`config.mk`:
```
export PLATFORM = sky130hd
export DESIGN_NAME = lru_k_page_cache
export DESIGN_NICKNAME = d
export VERILOG_FILES = /design/src/rtl/lruk_pkg.sv /design/src/rtl/lruk_cell.sv /design/src/rtl/lru_k_page_cache.sv
export SDC_FILE = /design/constraint.sdc
export NUM_CORES = 2
export LEC_CHECK = 0
export BUFFER_PORTS_ARGS = -buffer_cell sky130_fd_sc_hd__buf_2
export CAP_MARGIN = 10
export CORE_MARGIN = 3
export CORE_UTILIZATION = 45
export DETAILED_ROUTE_END_ITERATION = 10
export HOLD_SLACK_MARGIN = 0.12
export PLACE_DENSITY = 0.65
export SLEW_MARGIN = 20
export SYNTH_ARGS = -nofsm -noshare
export SYNTH_HDL_FRONTEND = slang
export SYNTH_SLANG_ARGS = --single-unit
```
`constraint.sdc`:
```
create_clock -name clock -period 8.6 [get_ports clock]
set_clock_uncertainty 0.2 [all_clocks]
set_input_delay 0.86 -clock clock [delete_from_list [all_inputs] [get_ports clock]]
set_output_delay 0.86 -clock clock [all_outputs]
set_load 0.01 [all_outputs]
```
`src/rtl/lruk_pkg.sv`:
```
// Shared types, codes and defaults for the LRU-K page cache.
`timescale 1ns / 1ps

package lruk_pkg;

   localparam int DEF_QUEUE_DEPTH = 16;
   localparam int DEF_ID_BITS     = 16;

   localparam int OPCODE_BITS = 2;
   localparam int POS_BITS    = 4;
   localparam int HITS_BITS   = 4;
   localparam int K_BITS      = 4;
   localparam int CAP_BITS    = 5;
   localparam int CSR_BITS    = 5;
   localparam int CSR_IDX_BITS = 2;
   localparam int RSP_ID_BITS = 16;
   localparam int COUNT_BITS  = 5;

   localparam logic [OPCODE_BITS-1:0] OP_ACCESS     = 2'd0;
   localparam logic [OPCODE_BITS-1:0] OP_READ_HIST  = 2'd1;
   localparam logic [OPCODE_BITS-1:0] OP_READ_CACHE = 2'd2;

   localparam logic [CSR_IDX_BITS-1:0] CSR_K_HITS   = 2'd0;
   localparam logic [CSR_IDX_BITS-1:0] CSR_CAPACITY = 2'd1;

   localparam logic [K_BITS-1:0]   K_HITS_RESET   = 4'd2;
   localparam logic [CAP_BITS-1:0] CAPACITY_RESET = 5'd16;

   // Shift command broadcast to every cell of one queue.
   typedef struct packed {
      logic remove;       // take one entry out of the queue
      logic remove_head;  // the entry taken out is the head, not the matched one
      logic append;       // write the key at the append position
   } queue_op_type;

endpackage

```
`src/rtl/lruk_cell.sv`:
```
// One queue position: a history slot with its hit count and a cache slot.
`timescale 1ns / 1ps

module lruk_cell #(
   parameter int QUEUE_DEPTH = lruk_pkg::DEF_QUEUE_DEPTH,
   parameter int ID_BITS     = lruk_pkg::DEF_ID_BITS,
   parameter int CELL_INDEX  = 0
) (
   input  logic                                clock,
   input  logic [ID_BITS-1:0]                  key,
   input  logic [$clog2(QUEUE_DEPTH+1)-1:0]    hist_len,
   input  logic [$clog2(QUEUE_DEPTH+1)-1:0]    cache_len,
   input  lruk_pkg::queue_op_type              hist_op,
   input  lruk_pkg::queue_op_type              cache_op,
   input  logic [$clog2(QUEUE_DEPTH+1)-1:0]    hist_app_idx,
   input  logic [$clog2(QUEUE_DEPTH+1)-1:0]    cache_app_idx,
   input  logic [lruk_pkg::HITS_BITS-1:0]      hist_new_hits,
   input  logic [ID_BITS-1:0]                  next_hist_id,
   input  logic [lruk_pkg::HITS_BITS-1:0]      next_hist_hits,
   input  logic [ID_BITS-1:0]                  next_cache_id,
   input  logic                                hist_seen_in,
   input  logic [lruk_pkg::HITS_BITS-1:0]      hist_hits_in,
   input  logic                                cache_seen_in,
   output logic                                hist_seen_out,
   output logic [lruk_pkg::HITS_BITS-1:0]      hist_hits_out,
   output logic                                cache_seen_out,
   output logic [ID_BITS-1:0]                  hist_id,
   output logic [lruk_pkg::HITS_BITS-1:0]      hist_hits,
   output logic [ID_BITS-1:0]                  cache_id
);
   import lruk_pkg::*;

   localparam int LEN_BITS = $clog2(QUEUE_DEPTH+1);
   localparam logic [LEN_BITS-1:0] MY_INDEX = LEN_BITS'(CELL_INDEX);

   logic [ID_BITS-1:0]   hist_id_ff, hist_id_in;
   logic [HITS_BITS-1:0] hist_hits_ff, hist_hits_in_val;
   logic [ID_BITS-1:0]   cache_id_ff, cache_id_in;
   logic                 hist_match, cache_match;
   logic                 hist_shift, cache_shift;

   assign hist_match  = (MY_INDEX < hist_len) && (hist_id_ff == key);
   assign cache_match = (MY_INDEX < cache_len) && (cache_id_ff == key);

   // The seen flag ripples toward the tail, so the first match wins and every
   // cell at or after it knows it lies behind the removed entry.
   assign hist_seen_out  = hist_seen_in | hist_match;
   assign cache_seen_out = cache_seen_in | cache_match;
   assign hist_hits_out  = hist_seen_in ? hist_hits_in :
                           (hist_match ? hist_hits_ff : '0);

   assign hist_shift  = hist_op.remove && (hist_op.remove_head || hist_seen_out);
   assign cache_shift = cache_op.remove && (cache_op.remove_head || cache_seen_out);

   always_comb begin
      hist_id_in       = hist_id_ff;
      hist_hits_in_val = hist_hits_ff;
      if (hist_op.append && (hist_app_idx == MY_INDEX)) begin
         hist_id_in       = key;
         hist_hits_in_val = hist_new_hits;
      end else if (hist_shift) begin
         hist_id_in       = next_hist_id;
         hist_hits_in_val = next_hist_hits;
      end
   end

   always_comb begin
      cache_id_in = cache_id_ff;
      if (cache_op.append && (cache_app_idx == MY_INDEX)) begin
         cache_id_in = key;
      end else if (cache_shift) begin
         cache_id_in = next_cache_id;
      end
   end

   always_ff @(posedge clock) begin
      hist_id_ff   <= hist_id_in;
      hist_hits_ff <= hist_hits_in_val;
      cache_id_ff  <= cache_id_in;
   end

   assign hist_id   = hist_id_ff;
   assign hist_hits = hist_hits_ff;
   assign cache_id  = cache_id_ff;

endmodule

```
`src/rtl/lru_k_page_cache.sv`:
```
// Top level of the LRU-K page cache: command decode, queue control and results.
`timescale 1ns / 1ps

// LRU-K page cache. Every command is accepted when start is high: busy stays low,
// so a command may be issued on every clock, and its result appears on the
// rsp_ ports, flagged by rsp_valid, for exactly one cycle on the clock after
// the transfer. The receiver cannot stall, so it must take each result in that
// cycle. The figure of one command per cycle is set by the row of
// QUEUE_DEPTH cells, which match the page against every slot and shift both
// queues in the same clock. The queues start empty after reset with no clearing
// pass; k_hits and capacity may only be written while no command is pending.
module lru_k_page_cache #(
   parameter int QUEUE_DEPTH = lruk_pkg::DEF_QUEUE_DEPTH,
   parameter int ID_BITS     = lruk_pkg::DEF_ID_BITS
) (
   input  logic                                clock,
   input  logic                                reset,
   input  logic                                start,
   output logic                                busy,
   input  logic [lruk_pkg::OPCODE_BITS-1:0]    req_opcode,
   input  logic [ID_BITS-1:0]                  req_page_id,
   input  logic [lruk_pkg::POS_BITS-1:0]       req_position,
   output logic                                rsp_valid,
   output logic                                rsp_cache_hit,
   output logic                                rsp_history_hit,
   output logic                                rsp_promoted,
   output logic                                rsp_cache_evict_valid,
   output logic [lruk_pkg::RSP_ID_BITS-1:0]    rsp_cache_evict_id,
   output logic                                rsp_history_evict_valid,
   output logic [lruk_pkg::RSP_ID_BITS-1:0]    rsp_history_evict_id,
   output logic                                rsp_entry_valid,
   output logic [lruk_pkg::RSP_ID_BITS-1:0]    rsp_entry_id,
   output logic [lruk_pkg::COUNT_BITS-1:0]     rsp_history_count,
   output logic [lruk_pkg::COUNT_BITS-1:0]     rsp_cache_count,
   input  logic                                csr_write_enable,
   input  logic [lruk_pkg::CSR_IDX_BITS-1:0]   csr_index,
   input  logic [lruk_pkg::CSR_BITS-1:0]       csr_wdata
);
   import lruk_pkg::*;

   localparam int LEN_BITS = $clog2(QUEUE_DEPTH+1);
   localparam int CMP_BITS = (LEN_BITS > CAP_BITS) ? LEN_BITS : CAP_BITS;

   // Configuration.
   logic [K_BITS-1:0]   k_hits_ff;
   logic [CAP_BITS-1:0] capacity_ff;

   always_ff @(posedge clock) begin
      if (reset) begin
         k_hits_ff   <= K_HITS_RESET;
         capacity_ff <= CAPACITY_RESET;
      end else if (csr_write_enable) begin
         unique case (csr_index)
            CSR_K_HITS:   k_hits_ff   <= csr_wdata[K_BITS-1:0];
            CSR_CAPACITY: capacity_ff <= csr_wdata;
            default: ;
         endcase
      end
   end

   // Queue lengths.
   logic [LEN_BITS-1:0] hist_len_ff, hist_len_in;
   logic [LEN_BITS-1:0] cache_len_ff, cache_len_in;

   // Cell row; the entry past the last cell is the zero neighbor of the tail.
   logic [ID_BITS-1:0]   hist_id   [QUEUE_DEPTH+1];
   logic [HITS_BITS-1:0] hist_hits [QUEUE_DEPTH+1];
   logic [ID_BITS-1:0]   cache_id  [QUEUE_DEPTH+1];
   logic                 hist_seen  [QUEUE_DEPTH+1];
   logic [HITS_BITS-1:0] hist_chain [QUEUE_DEPTH+1];
   logic                 cache_seen [QUEUE_DEPTH+1];

   queue_op_type        hist_op, cache_op;
   logic [LEN_BITS-1:0] hist_app_idx, cache_app_idx;
   logic [HITS_BITS-1:0] hist_new_hits;

   assign hist_id[QUEUE_DEPTH]   = '0;
   assign hist_hits[QUEUE_DEPTH] = '0;
   assign cache_id[QUEUE_DEPTH]  = '0;
   assign hist_seen[0]  = 1'b0;
   assign hist_chain[0] = '0;
   assign cache_seen[0] = 1'b0;

   for (genvar i = 0; i < QUEUE_DEPTH; i++) begin : g_cell
      lruk_cell #(
         .QUEUE_DEPTH (QUEUE_DEPTH),
         .ID_BITS     (ID_BITS),
         .CELL_INDEX  (i)
      ) u_cell (
         .clock          (clock),
         .key            (req_page_id),
         .hist_len       (hist_len_ff),
         .cache_len      (cache_len_ff),
         .hist_op        (hist_op),
         .cache_op       (cache_op),
         .hist_app_idx   (hist_app_idx),
         .cache_app_idx  (cache_app_idx),
         .hist_new_hits  (hist_new_hits),
         .next_hist_id   (hist_id[i+1]),
         .next_hist_hits (hist_hits[i+1]),
         .next_cache_id  (cache_id[i+1]),
         .hist_seen_in   (hist_seen[i]),
         .hist_hits_in   (hist_chain[i]),
         .cache_seen_in  (cache_seen[i]),
         .hist_seen_out  (hist_seen[i+1]),
         .hist_hits_out  (hist_chain[i+1]),
         .cache_seen_out (cache_seen[i+1]),
         .hist_id        (hist_id[i]),
         .hist_hits      (hist_hits[i]),
         .cache_id       (cache_id[i])
      );
   end

   logic                 accept;
   logic [K_BITS-1:0]    k_eff;
   logic [CMP_BITS-1:0]  cap_eff;
   logic                 hist_full, cache_full;
   logic                 found_cache, found_hist;
   logic [HITS_BITS-1:0] found_hits;

   assign busy   = 1'b0;
   assign accept = start && !busy;

   assign k_eff   = (k_hits_ff == '0) ? K_BITS'(1) : k_hits_ff;
   assign cap_eff = (capacity_ff == '0) ? CMP_BITS'(1) :
                    (CMP_BITS'(capacity_ff) > CMP_BITS'(QUEUE_DEPTH)) ?
                    CMP_BITS'(QUEUE_DEPTH) : CMP_BITS'(capacity_ff);
   assign hist_full  = CMP_BITS'(hist_len_ff) >= cap_eff;
   assign cache_full = CMP_BITS'(cache_len_ff) >= cap_eff;

   assign found_cache = cache_seen[QUEUE_DEPTH];
   assign found_hist  = hist_seen[QUEUE_DEPTH];
   assign found_hits  = hist_chain[QUEUE_DEPTH];

   // Result fields of the current command.
   logic                 cache_hit, history_hit, promoted;
   logic                 cache_evict, history_evict;
   logic                 entry_valid;
   logic [ID_BITS-1:0]   entry_id;
   logic                 admit;

   always_comb begin
      hist_op       = '0;
      cache_op      = '0;
      hist_new_hits = HITS_BITS'(1);
      cache_hit     = 1'b0;
      history_hit   = 1'b0;
      promoted      = 1'b0;
      cache_evict   = 1'b0;
      history_evict = 1'b0;
      admit         = 1'b0;

      if (accept && (req_opcode == OP_ACCESS)) begin
         if (found_cache) begin
            cache_hit       = 1'b1;
            cache_op.remove = 1'b1;
            cache_op.append = 1'b1;
         end else if (k_eff == K_BITS'(1)) begin
            promoted = 1'b1;
            admit    = 1'b1;
         end else if (!found_hist) begin
            hist_op.append = 1'b1;
            if (hist_full) begin
               history_evict       = 1'b1;
               hist_op.remove      = 1'b1;
               hist_op.remove_head = 1'b1;
            end
         end else begin
            history_hit    = 1'b1;
            hist_op.remove = 1'b1;
            if (({1'b0, found_hits} + 5'd1) < {1'b0, k_eff}) begin
               hist_op.append = 1'b1;
               hist_new_hits  = found_hits + HITS_BITS'(1);
            end else begin
               promoted = 1'b1;
               admit    = 1'b1;
            end
         end

         // Admission into the cache evicts its head when it is full.
         if (admit) begin
            cache_op.append = 1'b1;
            if (cache_full) begin
               cache_evict          = 1'b1;
               cache_op.remove      = 1'b1;
               cache_op.remove_head = 1'b1;
            end
         end
      end

      hist_app_idx  = hist_len_ff - LEN_BITS'(hist_op.remove);
      cache_app_idx = cache_len_ff - LEN_BITS'(cache_op.remove);
      hist_len_in   = hist_app_idx + LEN_BITS'(hist_op.append);
      cache_len_in  = cache_app_idx + LEN_BITS'(cache_op.append);
   end

   // Position reads pick one cell of the row.
   always_comb begin
      entry_valid = 1'b0;
      entry_id    = '0;
      for (int i = 0; i < QUEUE_DEPTH; i++) begin
         if (CMP_BITS'(req_position) == CMP_BITS'(i)) begin
            if ((req_opcode == OP_READ_HIST) &&
                (CMP_BITS'(req_position) < CMP_BITS'(hist_len_ff))) begin
               entry_valid = 1'b1;
               entry_id    = hist_id[i];
            end else if ((req_opcode == OP_READ_CACHE) &&
                         (CMP_BITS'(req_position) < CMP_BITS'(cache_len_ff))) begin
               entry_valid = 1'b1;
               entry_id    = cache_id[i];
            end
         end
      end
   end

   always_ff @(posedge clock) begin
      if (reset) begin
         hist_len_ff  <= '0;
         cache_len_ff <= '0;
      end else begin
         hist_len_ff  <= hist_len_in;
         cache_len_ff <= cache_len_in;
      end
   end

   // Result register.
   logic                   rsp_valid_ff;
   logic                   rsp_cache_hit_ff, rsp_history_hit_ff, rsp_promoted_ff;
   logic                   rsp_cache_evict_valid_ff, rsp_history_evict_valid_ff;
   logic [RSP_ID_BITS-1:0] rsp_cache_evict_id_ff, rsp_history_evict_id_ff;
   logic                   rsp_entry_valid_ff;
   logic [RSP_ID_BITS-1:0] rsp_entry_id_ff;
   logic [COUNT_BITS-1:0]  rsp_history_count_ff, rsp_cache_count_ff;

   always_ff @(posedge clock) begin
      if (reset) begin
         rsp_valid_ff <= 1'b0;
      end else begin
         rsp_valid_ff <= accept;
      end
   end

   always_ff @(posedge clock) begin
      if (accept) begin
         rsp_cache_hit_ff           <= cache_hit;
         rsp_history_hit_ff         <= history_hit;
         rsp_promoted_ff            <= promoted;
         rsp_cache_evict_valid_ff   <= cache_evict;
         rsp_cache_evict_id_ff      <= cache_evict ? RSP_ID_BITS'(cache_id[0]) : '0;
         rsp_history_evict_valid_ff <= history_evict;
         rsp_history_evict_id_ff    <= history_evict ? RSP_ID_BITS'(hist_id[0]) : '0;
         rsp_entry_valid_ff         <= entry_valid;
         rsp_entry_id_ff            <= RSP_ID_BITS'(entry_id);
         rsp_history_count_ff       <= COUNT_BITS'(CMP_BITS'(hist_len_in));
         rsp_cache_count_ff         <= COUNT_BITS'(CMP_BITS'(cache_len_in));
      end
   end

   assign rsp_valid               = rsp_valid_ff;
   assign rsp_cache_hit           = rsp_cache_hit_ff;
   assign rsp_history_hit         = rsp_history_hit_ff;
   assign rsp_promoted            = rsp_promoted_ff;
   assign rsp_cache_evict_valid   = rsp_cache_evict_valid_ff;
   assign rsp_cache_evict_id      = rsp_cache_evict_id_ff;
   assign rsp_history_evict_valid = rsp_history_evict_valid_ff;
   assign rsp_history_evict_id    = rsp_history_evict_id_ff;
   assign rsp_entry_valid         = rsp_entry_valid_ff;
   assign rsp_entry_id            = rsp_entry_id_ff;
   assign rsp_history_count       = rsp_history_count_ff;
   assign rsp_cache_count         = rsp_cache_count_ff;

   // Every transfer gives exactly one result on the next clock.
   a_one_result: assert property (@(posedge clock) disable iff (reset)
      rsp_valid == $past(accept))
      else $error("result strobe does not follow the command transfer");

   // Queue lengths never grow past the row of cells.
   a_len_bound: assert property (@(posedge clock) disable iff (reset)
      (CMP_BITS'(hist_len_ff) <= CMP_BITS'(QUEUE_DEPTH)) &&
      (CMP_BITS'(cache_len_ff) <= CMP_BITS'(QUEUE_DEPTH)))
      else $error("queue length beyond depth");

   // The cache only evicts when a page is admitted.
   a_evict_admit: assert property (@(posedge clock) disable iff (reset)
      rsp_valid && rsp_cache_evict_valid |-> rsp_promoted && !rsp_cache_hit)
      else $error("cache eviction without admission");

   // History evicts only for a page new to both queues.
   a_hist_evict: assert property (@(posedge clock) disable iff (reset)
      rsp_valid && rsp_history_evict_valid |->
         !rsp_history_hit && !rsp_cache_hit && !rsp_promoted)
      else $error("history eviction on a hit");

endmodule
```
Word-level counts from Yosys, hierarchy flattened
Index checks and enable logic that the tools add are counted.
W data, S select, Z words.
{"block": "word_totals", "word_cells": 649, "out_inout_bits": 66, "ff_bits": 660, "in_bits": 33}
{"block": "op_classes", "magnitude_cmp": 38, "addsub": 6, "reduce_logical": 173, "bitwise_logic": 31, "eq_ne": 81, "muxes": 256}
{"cell": "$mux W16", "n": 112}
{"cell": "$eq A16 B16 Y1", "n": 32}
{"cell": "$mux W4", "n": 68}
{"cell": "$logic_and A1 B1 Y1", "n": 99}
{"cell": "$eq A5 B4 Y1 const B", "n": 16}
{"cell": "$lt A4 B5 Y1 const A", "n": 16}
{"cell": "$mux W1", "n": 67}
{"cell": "$reduce_bool A2 Y1", "n": 32}
{"cell": "$eq A5 B3 Y1 const B", "n": 8}
{"cell": "$lt A3 B5 Y1 const A", "n": 8}
{"cell": "$eq A4 B4 Y1 const B", "n": 8}
{"cell": "$logic_or A1 B1 Y1", "n": 32}
{"cell": "$or A1 B1 Y1", "n": 30}
{"cell": "$eq A5 B2 Y1 const B", "n": 4}
{"cell": "$lt A1 B5 Y1 const A", "n": 4}
{"cell": "$lt A2 B5 Y1 const A", "n": 4}
{"cell": "$eq A4 B3 Y1 const B", "n": 4}
{"cell": "$logic_not A5 Y1", "n": 3}
{"cell": "$mux W3", "n": 5}
{"cell": "$add A5 B1 Y5", "n": 2}
{"cell": "$eq A5 B1 Y1 const B", "n": 2}
{"cell": "$ge A5 B5 Y1", "n": 2}
{"cell": "$lt A4 B5 Y1", "n": 2}
{"cell": "$mux W5", "n": 2}
{"cell": "15 further kinds", "n": 23}

Depth between registers and ports, before layout
{"block": "logic_depth", "word_depth": 50, "mapped_depth": 33, "ltp_nobuf": 27}

By module
A second synthesis with hierarchy kept.
{"block": "hier_totals", "cells_unflattened": 3235, "area_unflattened_um2": 40950.5}
{"module": "lru_k_page_cache", "cells_each": 884, "seq_area_each_um2": 2322.2, "area_each_um2": 7852.5, "instances": 1}
{"module": "lruk_cell (g_cell[1].u_cell)", "cells_each": 150, "seq_area_each_um2": 1081.0, "area_each_um2": 2117.0, "instances": 1}
{"module": "lruk_cell (g_cell[4].u_cell)", "cells_each": 150, "seq_area_each_um2": 1081.0, "area_each_um2": 2103.3, "instances": 1}
{"module": "lruk_cell (g_cell[5].u_cell)", "cells_each": 146, "seq_area_each_um2": 1081.0, "area_each_um2": 2098.3, "instances": 1}
{"module": "lruk_cell (g_cell[6].u_cell)", "cells_each": 146, "seq_area_each_um2": 1081.0, "area_each_um2": 2097.0, "instances": 1}
{"module": "lruk_cell (g_cell[9].u_cell)", "cells_each": 147, "seq_area_each_um2": 1081.0, "area_each_um2": 2092.0, "instances": 1}
{"module": "lruk_cell (g_cell[2].u_cell)", "cells_each": 146, "seq_area_each_um2": 1081.0, "area_each_um2": 2090.8, "instances": 1}
{"module": "lruk_cell (g_cell[8].u_cell)", "cells_each": 148, "seq_area_each_um2": 1081.0, "area_each_um2": 2089.5, "instances": 1}
{"module": "lruk_cell (g_cell[12].u_cell)", "cells_each": 148, "seq_area_each_um2": 1081.0, "area_each_um2": 2074.5, "instances": 1}
{"module": "lruk_cell (g_cell[0].u_cell)", "cells_each": 147, "seq_area_each_um2": 1081.0, "area_each_um2": 2068.2, "instances": 1}
{"module": "lruk_cell (g_cell[10].u_cell)", "cells_each": 151, "seq_area_each_um2": 1081.0, "area_each_um2": 2063.2, "instances": 1}
{"module": "lruk_cell (g_cell[14].u_cell)", "cells_each": 145, "seq_area_each_um2": 1081.0, "area_each_um2": 2050.7, "instances": 1}
{"module": "lruk_cell (g_cell[13].u_cell)", "cells_each": 145, "seq_area_each_um2": 1081.0, "area_each_um2": 2045.7, "instances": 1}
{"module": "lruk_cell (g_cell[3].u_cell)", "cells_each": 146, "seq_area_each_um2": 1081.0, "area_each_um2": 2037.0, "instances": 1}
{"module": "+3 rows"}

Least setup slack after synthesis
No wires, ideal clock.
{"block": "synth_path", "kind": "input -> register", "from": "input req_page_id[8]", "to": "register g_cell[2].u_cell.cache_id_ff[0] (enable)", "path_buffers": 5, "stages": 30, "arrival_ns": 7.554, "slack_ns": 0.435, "setup_ns": 0.411, "t_required_ns": 7.989, "cell_sequence": "buf_2 -> buf_4 -> xnor2_1 -> nand4_1 -> or3_1 -> nor3_2 -> nor2_1 -> and3_1 -> a221o_1 -> a32oi_1 -> inv_1 -> ha_1 -> xnor2_1 -> ha_1 -> a21o_1 -> a21oi_1 -> o211a_2 -> o21ai_0 -> a21oi_1 -> clkbuf_1 -> inv_1 -> ha_1 -> ha_1 -> xor2_1 -> nor3_1 -> nand2_1 -> or4b_1 -> buf_2 -> buf_6 -> o21ai_0"}
{"block": "synth_between", "elab_chain_len": 31, "elab_cells_between_ends": 141, "classes_between": "2 x add/sub; 1 x order compare; 33 x eq/ne; 39 x mux; 30 x bitwise; 36 x reduce/logical"}
{"element": "start: declaration", "line_no": "lru_k_page_cache.sv:21", "text": "input logic [ID_BITS-1:0] req_page_id,"}
{"element": "$eq A16 B16 Y1", "line_no": "lruk_cell.sv:42", "text": "assign hist_match = (MY_INDEX < hist_len) && (hist_id_ff == key);"}
{"element": "$logic_and A1 B1 Y1", "line_no": "lruk_cell.sv:42"}
{"element": "$mux W4", "line_no": "lruk_cell.sv:50", "text": "(hist_match ? hist_hits_ff : '0);"}
{"element": "$mux W4 (15 in a row)", "line_no": "lruk_cell.sv:49", "text": "assign hist_hits_out = hist_seen_in ? hist_hits_in :"}
{"element": "$add A4 B1 Y5", "line_no": "lru_k_page_cache.sv:171", "text": "if (({1'b0, found_hits} + 5'd1) < {1'b0, k_eff}) begin"}
{"element": "$lt A5 B4 Y1", "line_no": "lru_k_page_cache.sv:171"}
{"element": "$mux W1", "line_no": "lru_k_page_cache.sv:171"}
{"element": "$mux W1", "line_no": "lru_k_page_cache.sv:161", "text": "end else if (!found_hist) begin"}
{"element": "$mux W1", "line_no": "lru_k_page_cache.sv:158", "text": "end else if (k_eff == K_BITS'(1)) begin"}
{"element": "$mux W1"}
{"element": "$mux W1", "line_no": "lru_k_page_cache.sv:153", "text": "if (accept && (req_opcode == OP_ACCESS)) begin"}
{"element": "$mux W3", "line_no": "lru_k_page_cache.sv:181", "text": "if (admit) begin"}
{"element": "$mux W3", "line_no": "lru_k_page_cache.sv:153"}
{"element": "$sub A5 B1 Y5", "line_no": "lru_k_page_cache.sv:192", "text": "cache_app_idx = cache_len_ff - LEN_BITS'(cache_op.remove);"}
{"element": "$eq A5 B2 Y1", "line_no": "lruk_cell.sv:69", "text": "if (cache_op.append && (cache_app_idx == MY_INDEX)) begin"}
{"element": "$logic_and A1 B1 Y1", "line_no": "lruk_cell.sv:69"}
{"element": "$reduce_bool A2 Y1 (no line) (*)"}
{"element": "end signal: assignment", "line_no": "lruk_cell.sv:79", "text": "cache_id_ff <= cache_id_in;"}
{"element": "end: declaration", "line_no": "lruk_cell.sv:38", "text": "logic [ID_BITS-1:0] cache_id_ff, cache_id_in;"}
Mark *: on every way between the ends. The rest lies on a longest branch, timed or not. The select of a mux whose other input is x is not followed.
A chain may end at the register's enable or synchronous reset.

Worst setup path after layout
{"block": "layout_path", "from": "input req_page_id[8]", "to": "register g_cell[2].u_cell.cache_id_ff[6] (data pin)"}
{"block": "layout_between", "elab_chain_len": 31, "elab_cells_between_ends": 139, "classes_between": "2 x add/sub; 1 x order compare; 33 x eq/ne; 40 x mux; 30 x bitwise; 33 x reduce/logical"}
{"element": "$eq A16 B16 Y1", "line_no": "lruk_cell.sv:42"}
{"element": "$logic_and A1 B1 Y1", "line_no": "lruk_cell.sv:42"}
{"element": "$mux W4", "line_no": "lruk_cell.sv:50"}
{"element": "$mux W4 (15 in a row)", "line_no": "lruk_cell.sv:49"}
{"element": "$add A4 B1 Y5", "line_no": "lru_k_page_cache.sv:171"}
{"element": "$lt A5 B4 Y1", "line_no": "lru_k_page_cache.sv:171"}
{"element": "$mux W1", "line_no": "lru_k_page_cache.sv:171"}
{"element": "$mux W1", "line_no": "lru_k_page_cache.sv:161"}
{"element": "[... 2 more ...]"}
{"element": "$mux W1", "line_no": "lru_k_page_cache.sv:153"}
{"element": "$mux W3 (*)", "line_no": "lru_k_page_cache.sv:181"}
{"element": "$mux W3 (*)", "line_no": "lru_k_page_cache.sv:153"}
{"element": "$sub A5 B1 Y5", "line_no": "lru_k_page_cache.sv:192"}
{"element": "$eq A5 B2 Y1", "line_no": "lruk_cell.sv:69"}
{"element": "$logic_and A1 B1 Y1 (*)", "line_no": "lruk_cell.sv:69"}
{"element": "$mux W16 (*)", "line_no": "lruk_cell.sv:69"}
{"element": "net g_cell[2].u_cell.cache_id_in[6]", "line_no": "lruk_cell.sv:38"}
Mark *: on every way through the listed nets, which the timed path passes. The rest lies on a longest branch. The select of a mux whose other input is x is not followed.

==> summary.txt <==
Clock tree
  – Post-cts sizing count: 0
  – Hold Buf Count CTS: 0
  – Max clock buf depth: 3
  – CTS buffer count: 77
  – Post-CTS Setup Bufs: 0
  – Clock Tree Root: clkbuf_16
  – Reg clk slew, reported paths: 0.06 ns
  – Clock Latency Late Sink: 0.67 ns
  – CTS tree: built
  – H-Tree Depth: 3
  – Clk sinks: 660

Setup path
  – Crit Path Class: input port to flop
  – Startpoint types: input port
  – Most frequent CP cell: ha_1
  – Crit end category: flop
  – Bufs and invs on worst path: 5
  – Worst EP required: 8.79 ns
  – CP arrival: 7.94 ns
  – Max Fanout on Critical Path: 27
  – Cell family with most CP delay: simple AND/OR/NAND/NOR gates
  – Crit-path slowest cell: nor3_1
  – CP peak stage delay: 0.63 ns

Floorplan
  – Die area: 96120 µm²
  – Rows: 110
  – Core Region: 90840 µm²
  – Die W: 310.0 µm
  – Die boundary height: 310.0 µm
  – Initial Util: 0.4579
  – Io pins: 99

Global route
  – Global-route track usage on met2: 0.5583
  – Total Routing Usage GR: 0.3535
  – First-pass GRT wire length: 239900 µm
  – Initial antenna violation count: 9
  – Routing usage on met3: 0.07446
  – GR Util met1: 0.4530
  – Number of global-route vias before repair: 31250
  – Largest net degree at the start of global routing: 176
  – GRT overflow: 0
  – GR peak layer: met2

Layout
  – Number of filler cells placed in the layout: 8034
  – Final nets: 3733
  – Area growth from synthesis to layout: 11.58%
  – Final instance area: 46420 µm²
  – Share of layout cells above drive strength 1: 0.2655

Synth
  – Number of synthesized register bits: 660
  – Yosys warns: 0
  – EDFF count, synth: 640
  – Synth Net Count: 3656
  – Cells after Synth: 3595
  – Leading area contributor after synthesis: edfxtp_1
  – Synth top area share: 0.4620
  – Syn avg cell area: roughly 12 µm²
  – Synth cell types: 91
  – Sequential element share of the synthesized area: 0.4716
  – Synth Cell Area: 41600 µm²
  – Post-synth top flop: edfxtp_1
  – Synth top area cells: edfxtp_1, mux2_2, xor2_1
  – Asr flop ratio synth: 0

Timing
  – Worst Tran Pin Value: 1.112 ns
  – Final setup fails: 0
  – RSZ-0062 raised after global routing: false
  – Slew HR: 0.2521
  – WHS: 0.2883 ns
  – Max Fclk: about 130 MHz
  – TNS Setup: 0 ns
  – Final Critical Period: 7.749 ns
  – Final WS setup: 0.8508 ns
  – Slew Limit Fails: 0
  – Final Hold Fails: 0
  – Fin crit share: 0.9011

Drt
  – Antenna-violating nets left: 0
  – Final WL: 172900 µm
  – DR pass1 iterations: 8
  – WL/cell: 35.18 µm
  – Residual DRC count: 0
  – DR iter-0 viols: around 5100
  – Via count: 32810
  – Via-to-Cell Ratio: 6.679

Flow run
  – Max_cap viols: 0

Placed design
  – Post-DP HPWL: between 100000 and 150000 µm
  – Dpl cell area: ~44000 µm²
  – Port buffer count: 97
  – Place WS: 0.4353 ns
  – Placer Congestion: 1.046

Power
  – Combinational Power Share: 0.073
  – PwrDens: 160.8 nW/µm²
  – Internal cell power: roughly 5.7 mW
  – Peak VDD IR: roughly 160 µV
  – Clock Power Share: 0.455
  – Sequential fraction of design power: 0.471
  – Sw frac: 0.2408
  – Switch Pwr: 1.798 mW
  – Leakage: 15.36 nW
  – Final Total Pwr: between 7 and 8 mW

Outcome
  – Run status: completed

Worst hold path
  – Hold/Removal Path Class: input port to flop
==> final cells by class <==
class                           count  area, µm²  area share
Clock inverter                     41      457.9    0.009866
Inverter                           48      180.2    0.003882
Multi-Input combinational cell   2595      20560      0.4430
Timing Repair Buffer              290       2014     0.04340
Sequential cell                   660      19620      0.4227
Tap cell                         1176       1471     0.03170
Clock buffer                       98       2100     0.04523
Antenna cell                        5      12.51   0.0002696
==> worst paths after layout <==
check | slack (ns) | start | endpoint | cells past startpoint
min reg2reg | 0.32 | capacity_ff[2]$_SDFFE_PP0P_ | capacity_ff[2]$_SDFFE_PP0P_ | 2
max | 0.85 | req_page_id[8] | g_cell[2].u_cell.cache_id[6]$_DFFE_PP_ | 28
max reg2reg | 0.86 | hist_len_ff[4]$_SDFF_PP0_ | g_cell[2].u_cell.cache_id[6]$_DFFE_PP_ | 28
min | 0.29 | csr_wdata[4] | capacity_ff[4]$_SDFFE_PP1P_ | 3
==> per-layer routing <==
metal	part of all wire	up-vias	wire [µm]
met5	0.00083	-	144
met3	0.099	483	17140
met2	0.45	2114	77090
met4	0.072	6	12390
met1	0.38	16270	66100
li1	-	13940	-
==> power groups by stage <==
stage          registers, mW  logic [mW]  clock network [mW]
2_1_floorplan           3.59       0.312                   0
3_3_place_gp            3.59       0.520                   0
3_5_place_dp            3.59       0.524                   0
4_1_cts                 3.52       0.527                3.43
5_1_grt                 3.52       0.565                3.55
6_report                3.52       0.549                3.40
==> flip-flops by register name (all words and copies together) (netlist names), 4 cells and up <==
signal,count
rsp_cache_evict_id,16
k_hits_ff,4
g_cell.u_cell.hist_hits,64
capacity_ff,5
cache_len_ff,5
rsp_entry_id,16
hist_len_ff,5
g_cell.u_cell.cache_id,256
g_cell.u_cell.hist_id,256
rsp_history_evict_id,16
rsp_cache_count,5
rsp_history_count,5
==> logic make-up after synthesis <==
logic type	Yosys count	synth area share
other	1	0.00009015
adders and majority gates	28	0.008422
DFF	660	0.4716
and+or+nand+nor	859	0.1176
muxes	534	0.1452
AOI/OAI and AO/OA	644	0.1090
xor gates and xnor gates	529	0.1114
buffers and inverters	340	0.03676
==> layout by cell type, fill, tap and decap left out, types with 47 or more instances in the layout <==
| cell type | instances |
|---|---|
| a22oi_1 | 258 |
| and2_1 | 79 |
| and3_1 | 47 |
| buf_2 | 80 |
| buf_4 | 207 |
| clkbuf_16 | 80 |
| edfxtp_1 | 640 |
| inv_1 | 47 |
| mux2_2 | 513 |
| nand2_1 | 114 |
| nand3_1 | 66 |
| nand4_1 | 89 |
| nor2_1 | 102 |
| nor3_1 | 67 |
| nor4_1 | 121 |
| o22ai_1 | 143 |
| xnor2_1 | 251 |
| xor2_1 | 278 |
==> tightest hold or removal path, delay by kind of cell <==
family,cells,cell delay (ns)
AO/OA/AOI/OAI,1,0.08
buffers and inverters,1,0.10
AND/OR/NAND/NOR,1,0.07
==> cell usage after synthesis (7+ instances only) <==
library cell	count
or3_1	18
o31ai_1	10
inv_1	47
clkbuf_1	165
nor3b_1	13
nand3_2	9
nand4_1	89
nor2b_1	26
xnor2_1	251
o22ai_1	143
and3_1	47
nor2_1	103
and2_1	79
dfxtp_1	20
nand2_1	114
ha_1	28
edfxtp_1	640
a211o_1	8
a22oi_1	258
a31oi_1	11
or4_1	7
a2111oi_0	9
nor3_1	72
a21o_1	10
o211ai_1	13
a211oi_1	12
o21ai_0	55
nor4_1	121
buf_1	22
nand2b_1	32
buf_4	36
or2_2	20
mux2_4	9
mux2_2	513
xor2_1	278
a21oi_1	43
nand3_1	66
buf_2	64
==> through the flow <==
step | std cells | util
after global routing | 4909 | 0.5109
final | 4913 | 0.5110
after floorplan | 3595 | -
after detailed placement | 4769 | 0.4825
after global placement | 4769 | 0.4825
after CTS | 4908 | 0.5107
Note: power is estimated with default switching activity, not from simulation.
